**src/hw/rtl/assert_macros.svh**
```systemverilog
// assertion macros shared by the sequencer modules
`ifndef ASSERT_MACROS_SVH
`define ASSERT_MACROS_SVH

// property checked on every rising clock edge out of reset
`define TVSS_ASSERT(lbl, prop, msg) \
  lbl: assert property (@(posedge clk) disable iff (!rst_n) prop) \
    else $error(msg);

// condition that must never hold out of reset
`define TVSS_NEVER(lbl, cond, msg) \
  lbl: assert property (@(posedge clk) disable iff (!rst_n) !(cond)) \
    else $error(msg);

`endif

```
**src/hw/rtl/tvss_pkg.sv**
```systemverilog
// types, codes and helpers for the timed valve step sequencer
package tvss_pkg;

  localparam int CNT_W     = 16;
  localparam int SC_W      = 5;
  localparam int PHASE_W   = 3;
  localparam int EV_W      = 2;
  localparam int REQ_W     = 3;
  localparam int CFG_IDX_W = 2;

  localparam logic [CNT_W-1:0] SAT_MAX       = 16'hFFFF;
  localparam logic [CNT_W-1:0] REPEATS_RESET = 16'd1;
  localparam int PROGRESS_WEIGHT = 2;
  localparam int SETTLE_STEPS    = 4;

  localparam logic [PHASE_W-1:0] PHC_IDLE = 3'd0;
  localparam logic [PHASE_W-1:0] PHC_GB   = 3'd1;
  localparam logic [PHASE_W-1:0] PHC_SB   = 3'd2;
  localparam logic [PHASE_W-1:0] PHC_DW   = 3'd3;
  localparam logic [PHASE_W-1:0] PHC_SA   = 3'd4;
  localparam logic [PHASE_W-1:0] PHC_GA   = 3'd5;

  typedef enum logic [5:0] {
    PH_IDLE = 6'b000001,
    PH_GB   = 6'b000010,
    PH_SB   = 6'b000100,
    PH_DW   = 6'b001000,
    PH_SA   = 6'b010000,
    PH_GA   = 6'b100000
  } phase_t;

  typedef enum logic [REQ_W-1:0] {
    REQ_TICK   = 3'd0,
    REQ_START  = 3'd1,
    REQ_PAUSE  = 3'd2,
    REQ_RESUME = 3'd3,
    REQ_LOAD   = 3'd4
  } req_t;

  typedef enum logic [EV_W-1:0] {
    EV_NONE  = 2'd0,
    EV_GOOD  = 2'd1,
    EV_ERROR = 2'd2
  } rep_ev_t;

  typedef enum logic [CFG_IDX_W-1:0] {
    CFG_GPB   = 2'd0,
    CFG_GPA   = 2'd1,
    CFG_TOTAL = 2'd2,
    CFG_STEPS = 2'd3
  } cfg_reg_t;

  function automatic logic [PHASE_W-1:0] phase_code(phase_t p);
    logic [PHASE_W-1:0] c;
    case (p)
      PH_IDLE: c = PHC_IDLE;
      PH_GB:   c = PHC_GB;
      PH_SB:   c = PHC_SB;
      PH_DW:   c = PHC_DW;
      PH_SA:   c = PHC_SA;
      PH_GA:   c = PHC_GA;
      default: c = PHC_IDLE;
    endcase
    return c;
  endfunction

endpackage

```
**src/hw/rtl/timed_valve_step_sequencer.sv**
```systemverilog
// top level of the timed valve step sequencer
//
// channel | handshake             | transfer
// in_     | in_valid / in_ready   | tick, start, pause, resume or step table load
// out_    | out_valid / out_ready | status after the update, one per input transfer
// cfg_    | cfg_we                | pause lengths, repeat total, step count
//
// one input transfer per clock while in_ready is high; the whole update, zero-length
// phases included, is done in the cycle of the transfer, fed by two step table read
// ports addressed a cycle ahead; each result is registered in the output or skid slot
// in_ready drops only while both output slots hold results not yet taken
// synchronous reset clears control and config (repeat total to 1), not the step table
module timed_valve_step_sequencer import tvss_pkg::*; #(
  parameter int MAX_STEPS  = 16,
  parameter int NUM_VALVES = 8,
  parameter int TIME_WIDTH = 16,
  localparam int IdxW = (MAX_STEPS > 1) ? $clog2(MAX_STEPS) : 1,
  localparam int CntW = $clog2(MAX_STEPS + 1),
  localparam int CfgW = (TIME_WIDTH > CNT_W) ? TIME_WIDTH : CNT_W
) (
  input  logic                  clk,
  input  logic                  rst_n,
  input  logic                  in_valid,
  output logic                  in_ready,
  input  logic [REQ_W-1:0]      in_req_type,
  input  logic                  in_pressure_ok,
  input  logic [IdxW-1:0]       in_load_index,
  input  logic [TIME_WIDTH-1:0] in_step_pause_before,
  input  logic [TIME_WIDTH-1:0] in_step_dwell,
  input  logic [TIME_WIDTH-1:0] in_step_pause_after,
  input  logic [NUM_VALVES-1:0] in_step_valves,
  output logic                  out_valid,
  input  logic                  out_ready,
  output logic [NUM_VALVES-1:0] out_open_valves,
  output logic [PHASE_W-1:0]    out_phase,
  output logic [CNT_W-1:0]      out_repeat_now,
  output logic [CntW-1:0]       out_step_now,
  output logic [CNT_W-1:0]      out_dwell_ticks,
  output logic [CNT_W-1:0]      out_progress,
  output logic [EV_W-1:0]       out_repeat_event,
  output logic                  out_run_finished,
  output logic                  out_run_ok,
  output logic [CNT_W-1:0]      out_done_count,
  output logic [CNT_W-1:0]      out_error_count,
  output logic                  out_held,
  input  logic                  cfg_we,
  input  logic [CFG_IDX_W-1:0]  cfg_index,
  input  logic [CfgW-1:0]       cfg_wdata
);

  typedef struct packed {
    logic [NUM_VALVES-1:0] open_valves;
    logic [PHASE_W-1:0]    phase;
    logic [CNT_W-1:0]      repeat_now;
    logic [CntW-1:0]       step_now;
    logic [CNT_W-1:0]      dwell_ticks;
    logic [CNT_W-1:0]      progress;
    logic [EV_W-1:0]       repeat_event;
    logic                  run_finished;
    logic                  run_ok;
    logic [CNT_W-1:0]      done_count;
    logic [CNT_W-1:0]      error_count;
    logic                  held;
  } res_t;

  localparam int ResW = $bits(res_t);

  logic            item_acc;
  res_t            res_in, res_out;
  logic [ResW-1:0] buf_out;

  assign item_acc = in_valid && in_ready;

  tvss_seq #(
    .MAX_STEPS  (MAX_STEPS),
    .NUM_VALVES (NUM_VALVES),
    .TIME_WIDTH (TIME_WIDTH)
  ) u_seq (
    .clk               (clk),
    .rst_n             (rst_n),
    .cfg_we            (cfg_we),
    .cfg_index         (cfg_index),
    .cfg_wdata         (cfg_wdata),
    .item_acc          (item_acc),
    .req_type          (in_req_type),
    .pressure_ok       (in_pressure_ok),
    .load_index        (in_load_index),
    .step_pause_before (in_step_pause_before),
    .step_dwell        (in_step_dwell),
    .step_pause_after  (in_step_pause_after),
    .step_valves       (in_step_valves),
    .res_valves        (res_in.open_valves),
    .res_phase         (res_in.phase),
    .res_repeat        (res_in.repeat_now),
    .res_step          (res_in.step_now),
    .res_dwell         (res_in.dwell_ticks),
    .res_progress      (res_in.progress),
    .res_event         (res_in.repeat_event),
    .res_finished      (res_in.run_finished),
    .res_ok            (res_in.run_ok),
    .res_done          (res_in.done_count),
    .res_error         (res_in.error_count),
    .res_held          (res_in.held)
  );

  tvss_skid #(.WIDTH(ResW)) u_skid (
    .clk       (clk),
    .rst_n     (rst_n),
    .push      (item_acc),
    .push_data (res_in),
    .can_push  (in_ready),
    .out_valid (out_valid),
    .pop_ready (out_ready),
    .out_data  (buf_out)
  );

  assign res_out = res_t'(buf_out);

  assign out_open_valves  = res_out.open_valves;
  assign out_phase        = res_out.phase;
  assign out_repeat_now   = res_out.repeat_now;
  assign out_step_now     = res_out.step_now;
  assign out_dwell_ticks  = res_out.dwell_ticks;
  assign out_progress     = res_out.progress;
  assign out_repeat_event = res_out.repeat_event;
  assign out_run_finished = res_out.run_finished;
  assign out_run_ok       = res_out.run_ok;
  assign out_done_count   = res_out.done_count;
  assign out_error_count  = res_out.error_count;
  assign out_held         = res_out.held;

endmodule

```
**src/hw/rtl/tvss_ram.sv**
```systemverilog
// generic single write port ram with one registered read port
module tvss_ram #(
  parameter int WIDTH = 8,
  parameter int DEPTH = 16,
  localparam int AW = (DEPTH > 1) ? $clog2(DEPTH) : 1
) (
  input  logic             clk,
  input  logic             wr_en,
  input  logic [AW-1:0]    wr_addr,
  input  logic [WIDTH-1:0] wr_data,
  input  logic [AW-1:0]    rd_addr,
  output logic [WIDTH-1:0] rd_data
);

  logic [WIDTH-1:0] mem [DEPTH];
  logic [WIDTH-1:0] rd_data_r;

  always_ff @(posedge clk) begin
    if (wr_en) begin
      mem[wr_addr] <= wr_data;
    end
    rd_data_r <= mem[rd_addr];
  end

  assign rd_data = rd_data_r;

endmodule

```
**src/hw/rtl/tvss_seq.sv**
```systemverilog
// sequencer core: phase state, step table memories and per-item update
`include "assert_macros.svh"

module tvss_seq import tvss_pkg::*; #(
  parameter int MAX_STEPS  = 16,
  parameter int NUM_VALVES = 8,
  parameter int TIME_WIDTH = 16,
  localparam int IdxW = (MAX_STEPS > 1) ? $clog2(MAX_STEPS) : 1,
  localparam int CntW = $clog2(MAX_STEPS + 1),
  localparam int CfgW = (TIME_WIDTH > CNT_W) ? TIME_WIDTH : CNT_W
) (
  input  logic                  clk,
  input  logic                  rst_n,
  input  logic                  cfg_we,
  input  logic [CFG_IDX_W-1:0]  cfg_index,
  input  logic [CfgW-1:0]       cfg_wdata,
  input  logic                  item_acc,
  input  logic [REQ_W-1:0]      req_type,
  input  logic                  pressure_ok,
  input  logic [IdxW-1:0]       load_index,
  input  logic [TIME_WIDTH-1:0] step_pause_before,
  input  logic [TIME_WIDTH-1:0] step_dwell,
  input  logic [TIME_WIDTH-1:0] step_pause_after,
  input  logic [NUM_VALVES-1:0] step_valves,
  output logic [NUM_VALVES-1:0] res_valves,
  output logic [PHASE_W-1:0]    res_phase,
  output logic [CNT_W-1:0]      res_repeat,
  output logic [CntW-1:0]       res_step,
  output logic [CNT_W-1:0]      res_dwell,
  output logic [CNT_W-1:0]      res_progress,
  output logic [EV_W-1:0]       res_event,
  output logic                  res_finished,
  output logic                  res_ok,
  output logic [CNT_W-1:0]      res_done,
  output logic [CNT_W-1:0]      res_error,
  output logic                  res_held
);

  localparam int ProgW = CNT_W + 1;

  typedef struct packed {
    logic [TIME_WIDTH-1:0] pre;
    logic [TIME_WIDTH-1:0] dwell;
    logic [TIME_WIDTH-1:0] after;
    logic [NUM_VALVES-1:0] valves;
  } entry_t;

  localparam int EntW = $bits(entry_t);

  typedef struct packed {
    phase_t                phase;
    logic [TIME_WIDTH-1:0] cdown;
    logic [CntW-1:0]       step;
    logic [CNT_W-1:0]      rep;
    logic [CNT_W-1:0]      done;
    logic [CNT_W-1:0]      err;
    logic [CNT_W-1:0]      dwell;
    logic [NUM_VALVES-1:0] valves;
    rep_ev_t               ev;
    logic                  fin;
    logic                  ok;
  } seq_t;

  typedef struct packed {
    entry_t                e0;
    entry_t                ecur;
    entry_t                enxt;
    logic [CntW-1:0]       base;
    logic [CntW-1:0]       act;
    logic [TIME_WIDTH-1:0] gpb;
    logic [TIME_WIDTH-1:0] gpa;
    logic [CNT_W-1:0]      total;
  } ctx_t;

  // configuration
  logic [TIME_WIDTH-1:0] gpb_r, gpa_r;
  logic [CNT_W-1:0]      total_r;
  logic [SC_W-1:0]       steps_r;
  logic [CntW-1:0]       act;

  // sequencer state
  seq_t  seq_r, seq_nxt, res_st;
  logic  paused_r, paused_nxt, paused_res;

  // step table
  logic              wr_en;
  entry_t            wr_entry;
  logic [IdxW-1:0]   addr_cur, addr_next;
  logic [EntW-1:0]   rd_cur, rd_next;
  entry_t            e0_r;
  logic              fwd_valid_r;
  logic [IdxW-1:0]   fwd_idx_r;
  entry_t            fwd_data_r;
  ctx_t              ctx;
  logic [ProgW-1:0]  prog;

  always_ff @(posedge clk) begin
    if (!rst_n) begin
      gpb_r   <= '0;
      gpa_r   <= '0;
      total_r <= REPEATS_RESET;
      steps_r <= '0;
    end else if (cfg_we) begin
      case (cfg_index)
        CFG_GPB:   gpb_r   <= cfg_wdata[TIME_WIDTH-1:0];
        CFG_GPA:   gpa_r   <= cfg_wdata[TIME_WIDTH-1:0];
        CFG_TOTAL: total_r <= cfg_wdata[CNT_W-1:0];
        CFG_STEPS: steps_r <= cfg_wdata[SC_W-1:0];
        default:   steps_r <= steps_r;
      endcase
    end
  end

  assign act = (32'(steps_r) > MAX_STEPS) ? CntW'(MAX_STEPS) : CntW'(steps_r);

  // table write and read ports, read addresses follow the next step index
  assign wr_en    = item_acc && (req_type == REQ_LOAD) && (32'(load_index) < MAX_STEPS);
  assign wr_entry = '{pre: step_pause_before, dwell: step_dwell,
                      after: step_pause_after, valves: step_valves};
  assign addr_cur  = seq_nxt.step[IdxW-1:0];
  assign addr_next = seq_nxt.step[IdxW-1:0] + IdxW'(1);

  tvss_ram #(.WIDTH(EntW), .DEPTH(MAX_STEPS)) u_ram_cur (
    .clk     (clk),
    .wr_en   (wr_en),
    .wr_addr (load_index),
    .wr_data (wr_entry),
    .rd_addr (addr_cur),
    .rd_data (rd_cur)
  );

  tvss_ram #(.WIDTH(EntW), .DEPTH(MAX_STEPS)) u_ram_next (
    .clk     (clk),
    .wr_en   (wr_en),
    .wr_addr (load_index),
    .wr_data (wr_entry),
    .rd_addr (addr_next),
    .rd_data (rd_next)
  );

  always_ff @(posedge clk) begin
    if (!rst_n) begin
      fwd_valid_r <= 1'b0;
    end else begin
      fwd_valid_r <= wr_en;
    end
  end

  always_ff @(posedge clk) begin
    fwd_idx_r  <= load_index;
    fwd_data_r <= wr_entry;
    if (wr_en && (load_index == '0)) begin
      e0_r <= wr_entry;
    end
  end

  always_comb begin
    ctx.e0    = e0_r;
    ctx.ecur  = (fwd_valid_r && (fwd_idx_r == seq_r.step[IdxW-1:0]))
                ? fwd_data_r : entry_t'(rd_cur);
    ctx.enxt  = (fwd_valid_r && (fwd_idx_r == seq_r.step[IdxW-1:0] + IdxW'(1)))
                ? fwd_data_r : entry_t'(rd_next);
    ctx.base  = seq_r.step;
    ctx.act   = act;
    ctx.gpb   = gpb_r;
    ctx.gpa   = gpa_r;
    ctx.total = total_r;
  end

  function automatic entry_t pick_entry(ctx_t c, logic [CntW-1:0] s);
    entry_t e;
    if (s == c.base) begin
      e = c.ecur;
    end else if (s == '0) begin
      e = c.e0;
    end else begin
      e = c.enxt;
    end
    return e;
  endfunction

  function automatic seq_t do_enter(seq_t st_in, phase_t p, ctx_t c);
    seq_t   st;
    entry_t e;
    phase_t q;
    st = st_in;
    e  = pick_entry(c, st.step);
    q  = p;
    if ((p == PH_SB) && (st.step >= c.act)) begin
      q = PH_GA;
    end
    st.phase = q;
    case (q)
      PH_GB: st.cdown = c.gpb;
      PH_SB: st.cdown = e.pre;
      PH_DW: begin
        st.valves = e.valves;
        st.dwell  = '0;
        st.cdown  = (e.dwell == '0) ? TIME_WIDTH'(1) : e.dwell;
      end
      PH_SA: st.cdown = e.after;
      PH_GA: st.cdown = c.gpa;
      default: st.cdown = '0;
    endcase
    return st;
  endfunction

  function automatic seq_t do_finish(seq_t st_in, logic good, ctx_t c);
    seq_t           st;
    logic [CNT_W:0] nrep;
    st = st_in;
    if (good) begin
      st.ev = EV_GOOD;
      if (st.done != SAT_MAX) begin
        st.done = st.done + 1'b1;
      end
    end else begin
      st.ev = EV_ERROR;
      if (st.err != SAT_MAX) begin
        st.err = st.err + 1'b1;
      end
    end
    nrep   = {1'b0, st.rep} + 1'b1;
    st.rep = nrep[CNT_W-1:0];
    if ((nrep >= {1'b0, c.total}) || nrep[CNT_W]) begin
      st.phase = PH_IDLE;
      st.cdown = '0;
      st.fin   = 1'b1;
      st.ok    = (st.err == '0);
    end else begin
      st.step  = '0;
      st.dwell = '0;
      st       = do_enter(st, PH_GB, c);
    end
    return st;
  endfunction

  function automatic seq_t do_expire(seq_t st_in, ctx_t c);
    seq_t st;
    st = st_in;
    case (st.phase)
      PH_GB: begin
        st.step = '0;
        st      = do_enter(st, PH_SB, c);
      end
      PH_SB: st = do_enter(st, PH_DW, c);
      PH_DW: begin
        st.valves = '0;
        st        = do_enter(st, PH_SA, c);
      end
      PH_SA: begin
        st.step = st.step + 1'b1;
        st      = do_enter(st, PH_SB, c);
      end
      PH_GA:   st = do_finish(st, 1'b1, c);
      default: st = st_in;
    endcase
    return st;
  endfunction

  // zero-length phases, at most one repeat end per item
  function automatic seq_t do_settle(seq_t st_in, ctx_t c);
    seq_t st;
    st = st_in;
    for (int i = 0; i < SETTLE_STEPS; i++) begin
      if ((st.cdown == '0) && (st.phase != PH_IDLE) && (st.phase != PH_DW) &&
          !((st.phase == PH_GA) && (st.ev != EV_NONE))) begin
        st = do_expire(st, c);
      end
    end
    return st;
  endfunction

  always_comb begin
    seq_t st;
    st        = seq_r;
    st.ev     = EV_NONE;
    st.fin    = 1'b0;
    st.ok     = 1'b0;
    paused_res = paused_r;
    case (req_type)
      REQ_TICK: begin
        if (!paused_r && (seq_r.phase != PH_IDLE)) begin
          if ((seq_r.phase == PH_DW) && !pressure_ok) begin
            st.valves = '0;
            st        = do_finish(st, 1'b0, ctx);
            st        = do_settle(st, ctx);
          end else begin
            if ((st.phase == PH_DW) && (st.dwell != SAT_MAX)) begin
              st.dwell = st.dwell + 1'b1;
            end
            if (st.cdown > TIME_WIDTH'(1)) begin
              st.cdown = st.cdown - 1'b1;
            end else begin
              st.cdown = '0;
              st       = do_expire(st, ctx);
              st       = do_settle(st, ctx);
            end
          end
        end
      end
      REQ_START: begin
        if (ctx.act == '0) begin
          st.fin = 1'b1;
          st.ok  = 1'b0;
        end else begin
          st.rep    = '0;
          st.done   = '0;
          st.err    = '0;
          st.step   = '0;
          st.dwell  = '0;
          st.valves = '0;
          st        = do_enter(st, PH_GB, ctx);
          st        = do_settle(st, ctx);
        end
      end
      REQ_PAUSE:  paused_res = 1'b1;
      REQ_RESUME: paused_res = 1'b0;
      REQ_LOAD:   paused_res = paused_r;
      default:    paused_res = paused_r;
    endcase
    res_st = st;
  end

  assign seq_nxt    = item_acc ? res_st : seq_r;
  assign paused_nxt = item_acc ? paused_res : paused_r;

  always_ff @(posedge clk) begin
    if (!rst_n) begin
      seq_r    <= '{phase: PH_IDLE, ev: EV_NONE, default: '0};
      paused_r <= 1'b0;
    end else begin
      seq_r    <= seq_nxt;
      paused_r <= paused_nxt;
    end
  end

  assign prog = ProgW'(res_st.step) * ProgW'(PROGRESS_WEIGHT) + ProgW'(res_st.dwell);

  assign res_valves   = res_st.valves;
  assign res_phase    = phase_code(res_st.phase);
  assign res_repeat   = res_st.rep;
  assign res_step     = res_st.step;
  assign res_dwell    = res_st.dwell;
  assign res_progress = (prog > ProgW'(SAT_MAX)) ? SAT_MAX : prog[CNT_W-1:0];
  assign res_event    = res_st.ev;
  assign res_finished = res_st.fin;
  assign res_ok       = res_st.ok;
  assign res_done     = res_st.done;
  assign res_error    = res_st.err;
  assign res_held     = paused_res;

  `TVSS_ASSERT(a_valves_only_dwell, (seq_r.phase != PH_DW) |-> (seq_r.valves == '0), "valves open outside a dwell")
  `TVSS_ASSERT(a_dwell_has_time, (seq_r.phase == PH_DW) |-> (seq_r.cdown != '0), "dwell with no time left")
  `TVSS_ASSERT(a_fault_counts, (item_acc && (req_type == REQ_TICK) && !paused_r && (seq_r.phase == PH_DW) && !pressure_ok) |=> ((seq_r.err != $past(seq_r.err)) || ($past(seq_r.err) == SAT_MAX)), "pressure fault not counted")

endmodule

```
**src/hw/rtl/tvss_skid.sv**
```systemverilog
// two-slot output buffer: result register plus skid register
`include "assert_macros.svh"

module tvss_skid #(
  parameter int WIDTH = 8
) (
  input  logic             clk,
  input  logic             rst_n,
  input  logic             push,
  input  logic [WIDTH-1:0] push_data,
  output logic             can_push,
  output logic             out_valid,
  input  logic             pop_ready,
  output logic [WIDTH-1:0] out_data
);

  logic             out_valid_r, out_valid_nxt;
  logic             skid_valid_r, skid_valid_nxt;
  logic [WIDTH-1:0] out_data_r, out_data_nxt;
  logic [WIDTH-1:0] skid_data_r, skid_data_nxt;
  logic             take;

  assign take = out_valid_r && pop_ready;

  always_comb begin
    out_valid_nxt  = out_valid_r;
    skid_valid_nxt = skid_valid_r;
    out_data_nxt   = out_data_r;
    skid_data_nxt  = skid_data_r;
    if (!out_valid_r || take) begin
      if (skid_valid_r) begin
        out_valid_nxt  = 1'b1;
        out_data_nxt   = skid_data_r;
        skid_valid_nxt = push;
        skid_data_nxt  = push_data;
      end else begin
        out_valid_nxt = push;
        out_data_nxt  = push_data;
      end
    end else if (push) begin
      skid_valid_nxt = 1'b1;
      skid_data_nxt  = push_data;
    end
  end

  always_ff @(posedge clk) begin
    if (!rst_n) begin
      out_valid_r  <= 1'b0;
      skid_valid_r <= 1'b0;
    end else begin
      out_valid_r  <= out_valid_nxt;
      skid_valid_r <= skid_valid_nxt;
    end
  end

  always_ff @(posedge clk) begin
    out_data_r  <= out_data_nxt;
    skid_data_r <= skid_data_nxt;
  end

  assign can_push  = !skid_valid_r;
  assign out_valid = out_valid_r;
  assign out_data  = out_data_r;

  `TVSS_NEVER(a_skid_behind_out, skid_valid_r && !out_valid_r, "skid slot full with output slot empty")
  `TVSS_ASSERT(a_stall_to_skid, (out_valid_r && !pop_ready && push) |=> skid_valid_r, "stalled transfer lost")
  `TVSS_ASSERT(a_skid_drains, (skid_valid_r && pop_ready) |=> !skid_valid_r, "skid slot not drained")

endmodule

```
**config.mk**
```make
export PLATFORM = sky130hd
export DESIGN_NAME = timed_valve_step_sequencer
export DESIGN_NICKNAME = d
export VERILOG_FILES = /design/src/hw/rtl/tvss_pkg.sv /design/src/hw/rtl/timed_valve_step_sequencer.sv /design/src/hw/rtl/tvss_ram.sv /design/src/hw/rtl/tvss_seq.sv /design/src/hw/rtl/tvss_skid.sv
export VERILOG_INCLUDE_DIRS = /design/src /design/src/hw/rtl
export SDC_FILE = /design/constraint.sdc
export NUM_CORES = 2
export LEC_CHECK = 0
export ABC_AREA = 1
export BUFFER_PORTS_ARGS = -buffer_cell sky130_fd_sc_hd__buf_2
export CORE_ASPECT_RATIO = 0.9
export CORE_MARGIN = 2
export CORE_UTILIZATION = 40
export DETAILED_ROUTE_END_ITERATION = 10
export GPL_TIMING_DRIVEN = 1
export PLACE_DENSITY = 0.6
export SETUP_SLACK_MARGIN = 0.3
export SLEW_MARGIN = 10
export SYNTH_ARGS = -nofsm -noshare
export SYNTH_HDL_FRONTEND = slang
export SYNTH_SLANG_ARGS = --single-unit
```
**constraint.sdc**
```tcl
create_clock -name clk -period 13.15 [get_ports clk]
set_clock_uncertainty 0.15 [all_clocks]
set_input_delay 2.63 -clock clk [delete_from_list [all_inputs] [get_ports clk]]
set_output_delay 2.63 -clock clk [all_outputs]
set_load 0.05 [all_outputs]
```
**After elaboration in Yosys (flattened, before gate mapping)**

Memory sizes are Yosys's and may differ from the RTL's. A register that Yosys moved wholly into a read port is not among the register bits.
Cells that the tools add are included.

- Register bits: 478
- Word-level logic and storage cells: 1217
- Memories: 2
- Memory bits (writable): 1792
- Input bits: 87

- Order comparisons: 28
- Add/subtract/negate cells: 42
- Multiplexer cells: 662
- Equality and inequality tests: 262
- Reduce and logical (&&, ||, !) cells: 190

Memories:

| name | words | width | rd ports | clocked after memory_dff | wr ports | line | RTL |
|---|---|---|---|---|---|---|---|
| u_seq.u_ram_cur.mem | 16 | 56 | 1 | 1 | 1 | tvss_ram.sv:15 | `logic [WIDTH-1:0] mem [DEPTH];` |
| u_seq.u_ram_next.mem | 16 | 56 | 1 | 1 | 1 | tvss_ram.sv:15 |  |

Operator list:

| operator | number |
|---|---|
| $mux 56 | 152 |
| $pmux 103 s5 | 12 |
| $mux 103 | 45 |
| $mux 40 | 83 |
| $pmux 16 s5 | 25 |
| $mux 16 | 119 |
| $mux 79 | 16 |
| $logic_not 16->1 | 62 |
| $mux 6 | 139 |
| $mux 24 | 24 |
| $mux 101 | 5 |
| $eq 6x2->1 const B | 38 |
| $eq 6x3->1 const B | 38 |
| $eq 6x4->1 const B | 38 |
| $eq 6x5->1 const B | 38 |
| $eq 6x6->1 const B | 38 |
| $add 16x1->16 const B | 14 |
| $ne 16x16->1 const B | 14 |
| $mux 18 | 12 |
| $pmux 103 s2 | 1 |
| $add 16x1->17 const B | 12 |
| $ge 17x16->1 | 12 |
| $logic_not 5->1 | 25 |
| $eq 5x5->1 | 23 |
| 37 further kinds | 199 |

**Longest topological paths before layout**

- Depth in word-level cells: 100
- Mapped depth: 91

**By module**

From an unflattened synthesis, not the netlist that was laid out.

- Cell total of the unflattened synthesis: 13770
- Area total of the unflattened synthesis: 119873.7 µm²

By module, submodules not included:

| module | seq. area each (µm²) | area an instance (µm²) | cells an instance | times used |
|---|---|---|---|---|
| tvss_ram | 28026.9 | 39679.3 | 3688 | 2 |
| tvss_seq | 5935.7 | 33078.0 | 5849 | 1 |
| tvss_skid | 6105.9 | 7429.6 | 543 | 1 |
| timed_valve_step_sequencer | 0.0 | 7.5 | 2 | 1 |

**Least setup slack after synthesis**

No wires, ideal clock.

- Path type: input to register
- Start: input port out_ready
- End: register u_skid.skid_data_r[0] (enable)
- Slack: 2.546 ns
- Arrival time: 9.754 ns
- Buffers on the path: 0
- Setup time: 0.700 ns
- Stages on the path: 2
- Path through: nor2_1 -> o21ai_0

- Longest elaborated chain between the ends: 4

RTL lines:

| what | line | RTL |
|---|---|---|
| start: declaration | timed_valve_step_sequencer.sv:33 | `input logic out_ready,` |
| $logic_and 1x1->1 (*) | tvss_skid.sv:23 | `assign take = out_valid_r && pop_ready;` |
| $logic_or 1x1->1 (*) | tvss_skid.sv:30 | `if (!out_valid_r \|\| take) begin` |
| $ne 2x1->1 (no line) or $reduce_bool 2->1 (tied branches) | n/a |  |
| $reduce_and 2->1 (no line) (*) | n/a |  |
| end signal: assignment | tvss_skid.sv:58 | `skid_data_r <= skid_data_nxt;` |
| end: declaration | tvss_skid.sv:20 | `logic [WIDTH-1:0] skid_data_r, skid_data_nxt;` |

Mark *: on every way between the ends. The rest lies on a longest branch, timed or not.
A chain may end at the register's enable or synchronous reset.

==> metrics.md <==
| Metric | Value |
|---|---|
| Status | completed |
| CTS tree | done |
| Worst r2r path cells | 58 |
| Final WL | 378000 microns |
| Largest net degree at the start of global routing | 240 |
| # port buffers | 189 |
| Hold Crit Start | u_seq.steps_r[2] |
| Placed Instances | 13000 |
| Comb pwr share | 0.370 |
| Worst setup SP type | flop |
| Worst r2r src | u_seq.seq_r[61] |
| Clock latency at the later pin of the worst-skew pair | 0.84 ns |
| Vias in the first global route | 74700 |
| Final worst setup slack | 1.16 ns |
| Fill count | 20400 |
| Final cell count without fillers | 13400 |
| Peak Freq | 83.4 MHz |
| Leakage | 38.3 nW |
| Fin util | 0.452 |
| Flop pwr share | 0.336 |
| Clk sinks | 1426 |
| Root buffer cell | clkbuf_16 |
| Sw Ratio | 0.409 |
| Layout cells sized above 1 | 0.0877 |
| Post-synth EDFFs | 1098 |
| Count leader, synth | nand2_1 |
| Clock H-tree levels | 4 |
| Final Total Pwr | 15.4 mW |
| Slowest cell on the critical path | o21ai_0 |
| Gr usage total | 0.347 |
| Headroom to the max-slew limit | 0.0999 |
| Initial Util | 0.403 |
| Core box area | 206000 sq um |
| DRC | 0 |
| Post-CTS Hold Fix Bufs | 0 |
| CP dominant cell by count | nand2_1 |
| Net Switching | 6.30 mW |
| CTS clock-pin slew for the worst setup and hold paths | 0.06 ns |
| CTS buffer count | 157 |
| Final setup viols | 0 |
| FFs w/ async S/R, synth | 0 |
| Max IR drop VDD | 0.000138 V |
| Fin crit period | 11.99 ns |
| WP data arrival | 12.35 ns |
| Clk pwr share | 0.294 |
| Synth cell types | 74 |
| Critical path capture point type | flop |
| CTS max path bufs | 3 |
| Area contributors post-synth | edfxtp_1, nand2_1, o21ai_0, dfxtp_1, inv_1 |
| Yosys warnings | 0 |
| Fin Setup TNS | 0 ns |
| Hold Violations, Final | 0 |
| Internal power | 9.10 mW |
| CP max stage delay | 0.54 ns |
| Grt total ovfl | 0 |
| Hold path endpoint | u_seq.steps_r[2] |
| Drt initial violations | 10800 |
| Vias | 81300 |
| Fin. max-slew vios | 0 |
| RSZ-0062 raised after global routing | no |
| Io pins | 190 |
| Cell Area, Synth | 83000 sq um |
| Chip height | 436 microns |
| Total of max-cap violations | 0 |
| Initial antenna violation count | 39 |
| Layout net count | 10700 |
| Standard-cell rows | 158 |
| Layout Area Growth over Synthesis | 12.1% |
| DRT Pass-1 Iters | 8 |
| First-pass GRT wire length | 538000 microns |
| Routability cong. | 1.07 |
| Sequential-to-total area share from yosys stat | 0.477 |
| Crit Path Category | flop to flop |
| DP Wirelength | 268000 microns |
| Synth top cells by count | nand2_1, o21ai_0, edfxtp_1 |
| Critical Path RT | 13.52 ns |
| Syn Area/Cell | 7.90 sq um |
| Synthesized Nets | 10700 |
| Post-synth top area share | 0.397 |
| Critical path fanouts, max | 27 |
| Routed Antenna Nets | 0 |
| Most common flop cell mapped by yosys | edfxtp_1 |
| Tightest Pin Transition | 1.35 ns |
| Synth area leader | edfxtp_1 |
| Hold Path Cell Cnt | 2 |
| Die X | 484 microns |
| Power per cell area | 166 nW/um^2 |
| Period utilization | 0.911 |
| Worst Hold Class | flop to flop |
| RR Endpoint | u_skid.out_data[50] |
| Drt via density | 6.09 |
| R2R setup slack | 1.16 ns |
| Seq cells post-synth | 1426 |
| Pre-CTS WS | 0.718 ns |
| Cells after synthesis | 10500 |
| Routed WL per cell | 28.3 microns |
| Die area | 211000 sq um |
[stage by stage]
stage               cell area (sq um)  hold slack, ns
floorplan                       83000           0.287
global placement                87700           0.308
detailed placement              87700           0.315
CTS                             92900           0.323
global route                    93000           0.350
finish                          93000           0.323
[worst max-delay path by stage]
| stage | startpoint | endpoint | slack, ns | cells after the start |
|---|---|---|---|---|
| finish | u_seq.seq_r[61] | u_skid.out_data[50] | 1.16 | 58 |
| CTS | u_seq.seq_r[60] | u_skid.out_data[43] | 0.66 | 59 |
| floorplan | out_ready | u_skid.skid_data_r[0] | 2.55 | 2 |
| global route | u_seq.seq_r[61] | u_skid.out_data[43] | 0.35 | 60 |
| global placement | u_seq.seq_r[62] | u_skid.out_data[42] | 0.94 | 59 |
| detailed placement | u_seq.seq_r[60] | u_skid.out_data[40] | 0.72 | 57 |
[critical path: cells and delay by family (launching register included)]
| kind | cells | cell delay (ns) |
|---|---|---|
| adders and majority gates | 4 | 1.24 |
| and+or+nand+nor | 32 | 5.30 |
| AOI/OAI and AO/OA | 12 | 2.80 |
| buffers and inverters | 9 | 1.49 |
| DFF | 1 | 0.45 |
| xor gates and xnor gates | 1 | 0.19 |
[area by class of cell]
cell class                      count  area [sq um]  area share
Antenna cell                        8          20.0    0.000215
Clock buffer                      221          4400      0.0473
Clock inverter                     73           841     0.00904
Inverter                         1062          4030      0.0433
Multi-Input combinational cell   7325         37000       0.397
Sequential cell                  1426         39500       0.425
Tap cell                         2720          3400      0.0366
Timing Repair Buffer              520          3840      0.0413
Timing Repair inverter              1          7.51   0.0000807
[power by group through the flow]
stage	clock [mW]	combinational, mW	sequential [mW]
floorplan	0	3.03	5.36
global placement	0	5.48	5.26
detailed placement	0	5.45	5.26
CTS	4.59	5.47	5.16
global route	4.77	6.03	5.18
finish	4.53	5.70	5.17
[cells in the final DEF, fill, tap and decap left out, types with 20 or more instances in the layout]
| cell type | instances |
|---|---|
| nand2_1 | 2337 |
| o21ai_0 | 1502 |
| edfxtp_1 | 1098 |
| inv_1 | 1002 |
| nor2_1 | 855 |
| a21oi_1 | 639 |
| nand3_1 | 453 |
| dfxtp_1 | 324 |
| buf_4 | 299 |
| o211ai_1 | 268 |
| buf_2 | 188 |
| o22ai_1 | 187 |
| nand4_1 | 181 |
| o221ai_1 | 180 |
| clkbuf_16 | 161 |
| ha_1 | 101 |
| o311ai_0 | 64 |
| nor3_1 | 63 |
| xor2_1 | 54 |
| o21ai_1 | 50 |
| clkbuf_1 | 45 |
| a31oi_1 | 44 |
| a22oi_1 | 38 |
| clkinv_1 | 33 |
| buf_12 | 32 |
| inv_2 | 31 |
| nor2_4 | 29 |
| clkinv_2 | 28 |
| nor4_1 | 24 |
| a211oi_1 | 22 |
| mux2i_1 | 20 |
[registers in the layout, summed over array words and instances, names as in the netlist]
name	flops
u_skid.skid_valid_r	1
u_skid.out_valid	1
u_seq.paused_r	1
u_seq.ctx	5
u_seq.steps_r	5
u_skid.skid_data_r	101
u_skid.out_data	101
u_seq.fwd_data_r	56
u_seq.u_ram_cur.mem	56
u_seq.total_r	16
u_seq.gpb_r	16
u_seq.fwd_idx_r	4
u_seq.u_ram_next.rd_data	56
u_seq.gpa_r	16
u_seq.u_ram_cur.rd_data	56
u_seq.seq_r	94
u_seq.u_ram_next.mem	840
u_seq.fwd_valid_r	1
[cells by family after synthesis]
| kind of cell | count (synthesis) | share of synthesized area |
|---|---|---|
| compound gates | 3098 | 0.215 |
| xor+xnor | 67 | 0.00707 |
| fa+ha+maj | 102 | 0.0155 |
| buf+inv | 1751 | 0.0818 |
| flops | 1426 | 0.477 |
| mux | 24 | 0.00296 |
| simple gates | 4034 | 0.201 |
[layer usage]
metal	up-vias	track usage	part of all wire
met2	4361	0.526	0.43
met1	39700	0.488	0.43
met3	710	0.0684	0.097
met5	-	0	0.00042
met4	20	0.130	0.041
li1	36500	-	-
[what timing repair did]
item                       in CTS  in global routing
resized for setup               0                 21
setup buffers                   0                  4
setup endpoints to repair       0                 75
hold endpoints to repair        0                  0
Note: power is estimated with default switching activity, not from simulation.
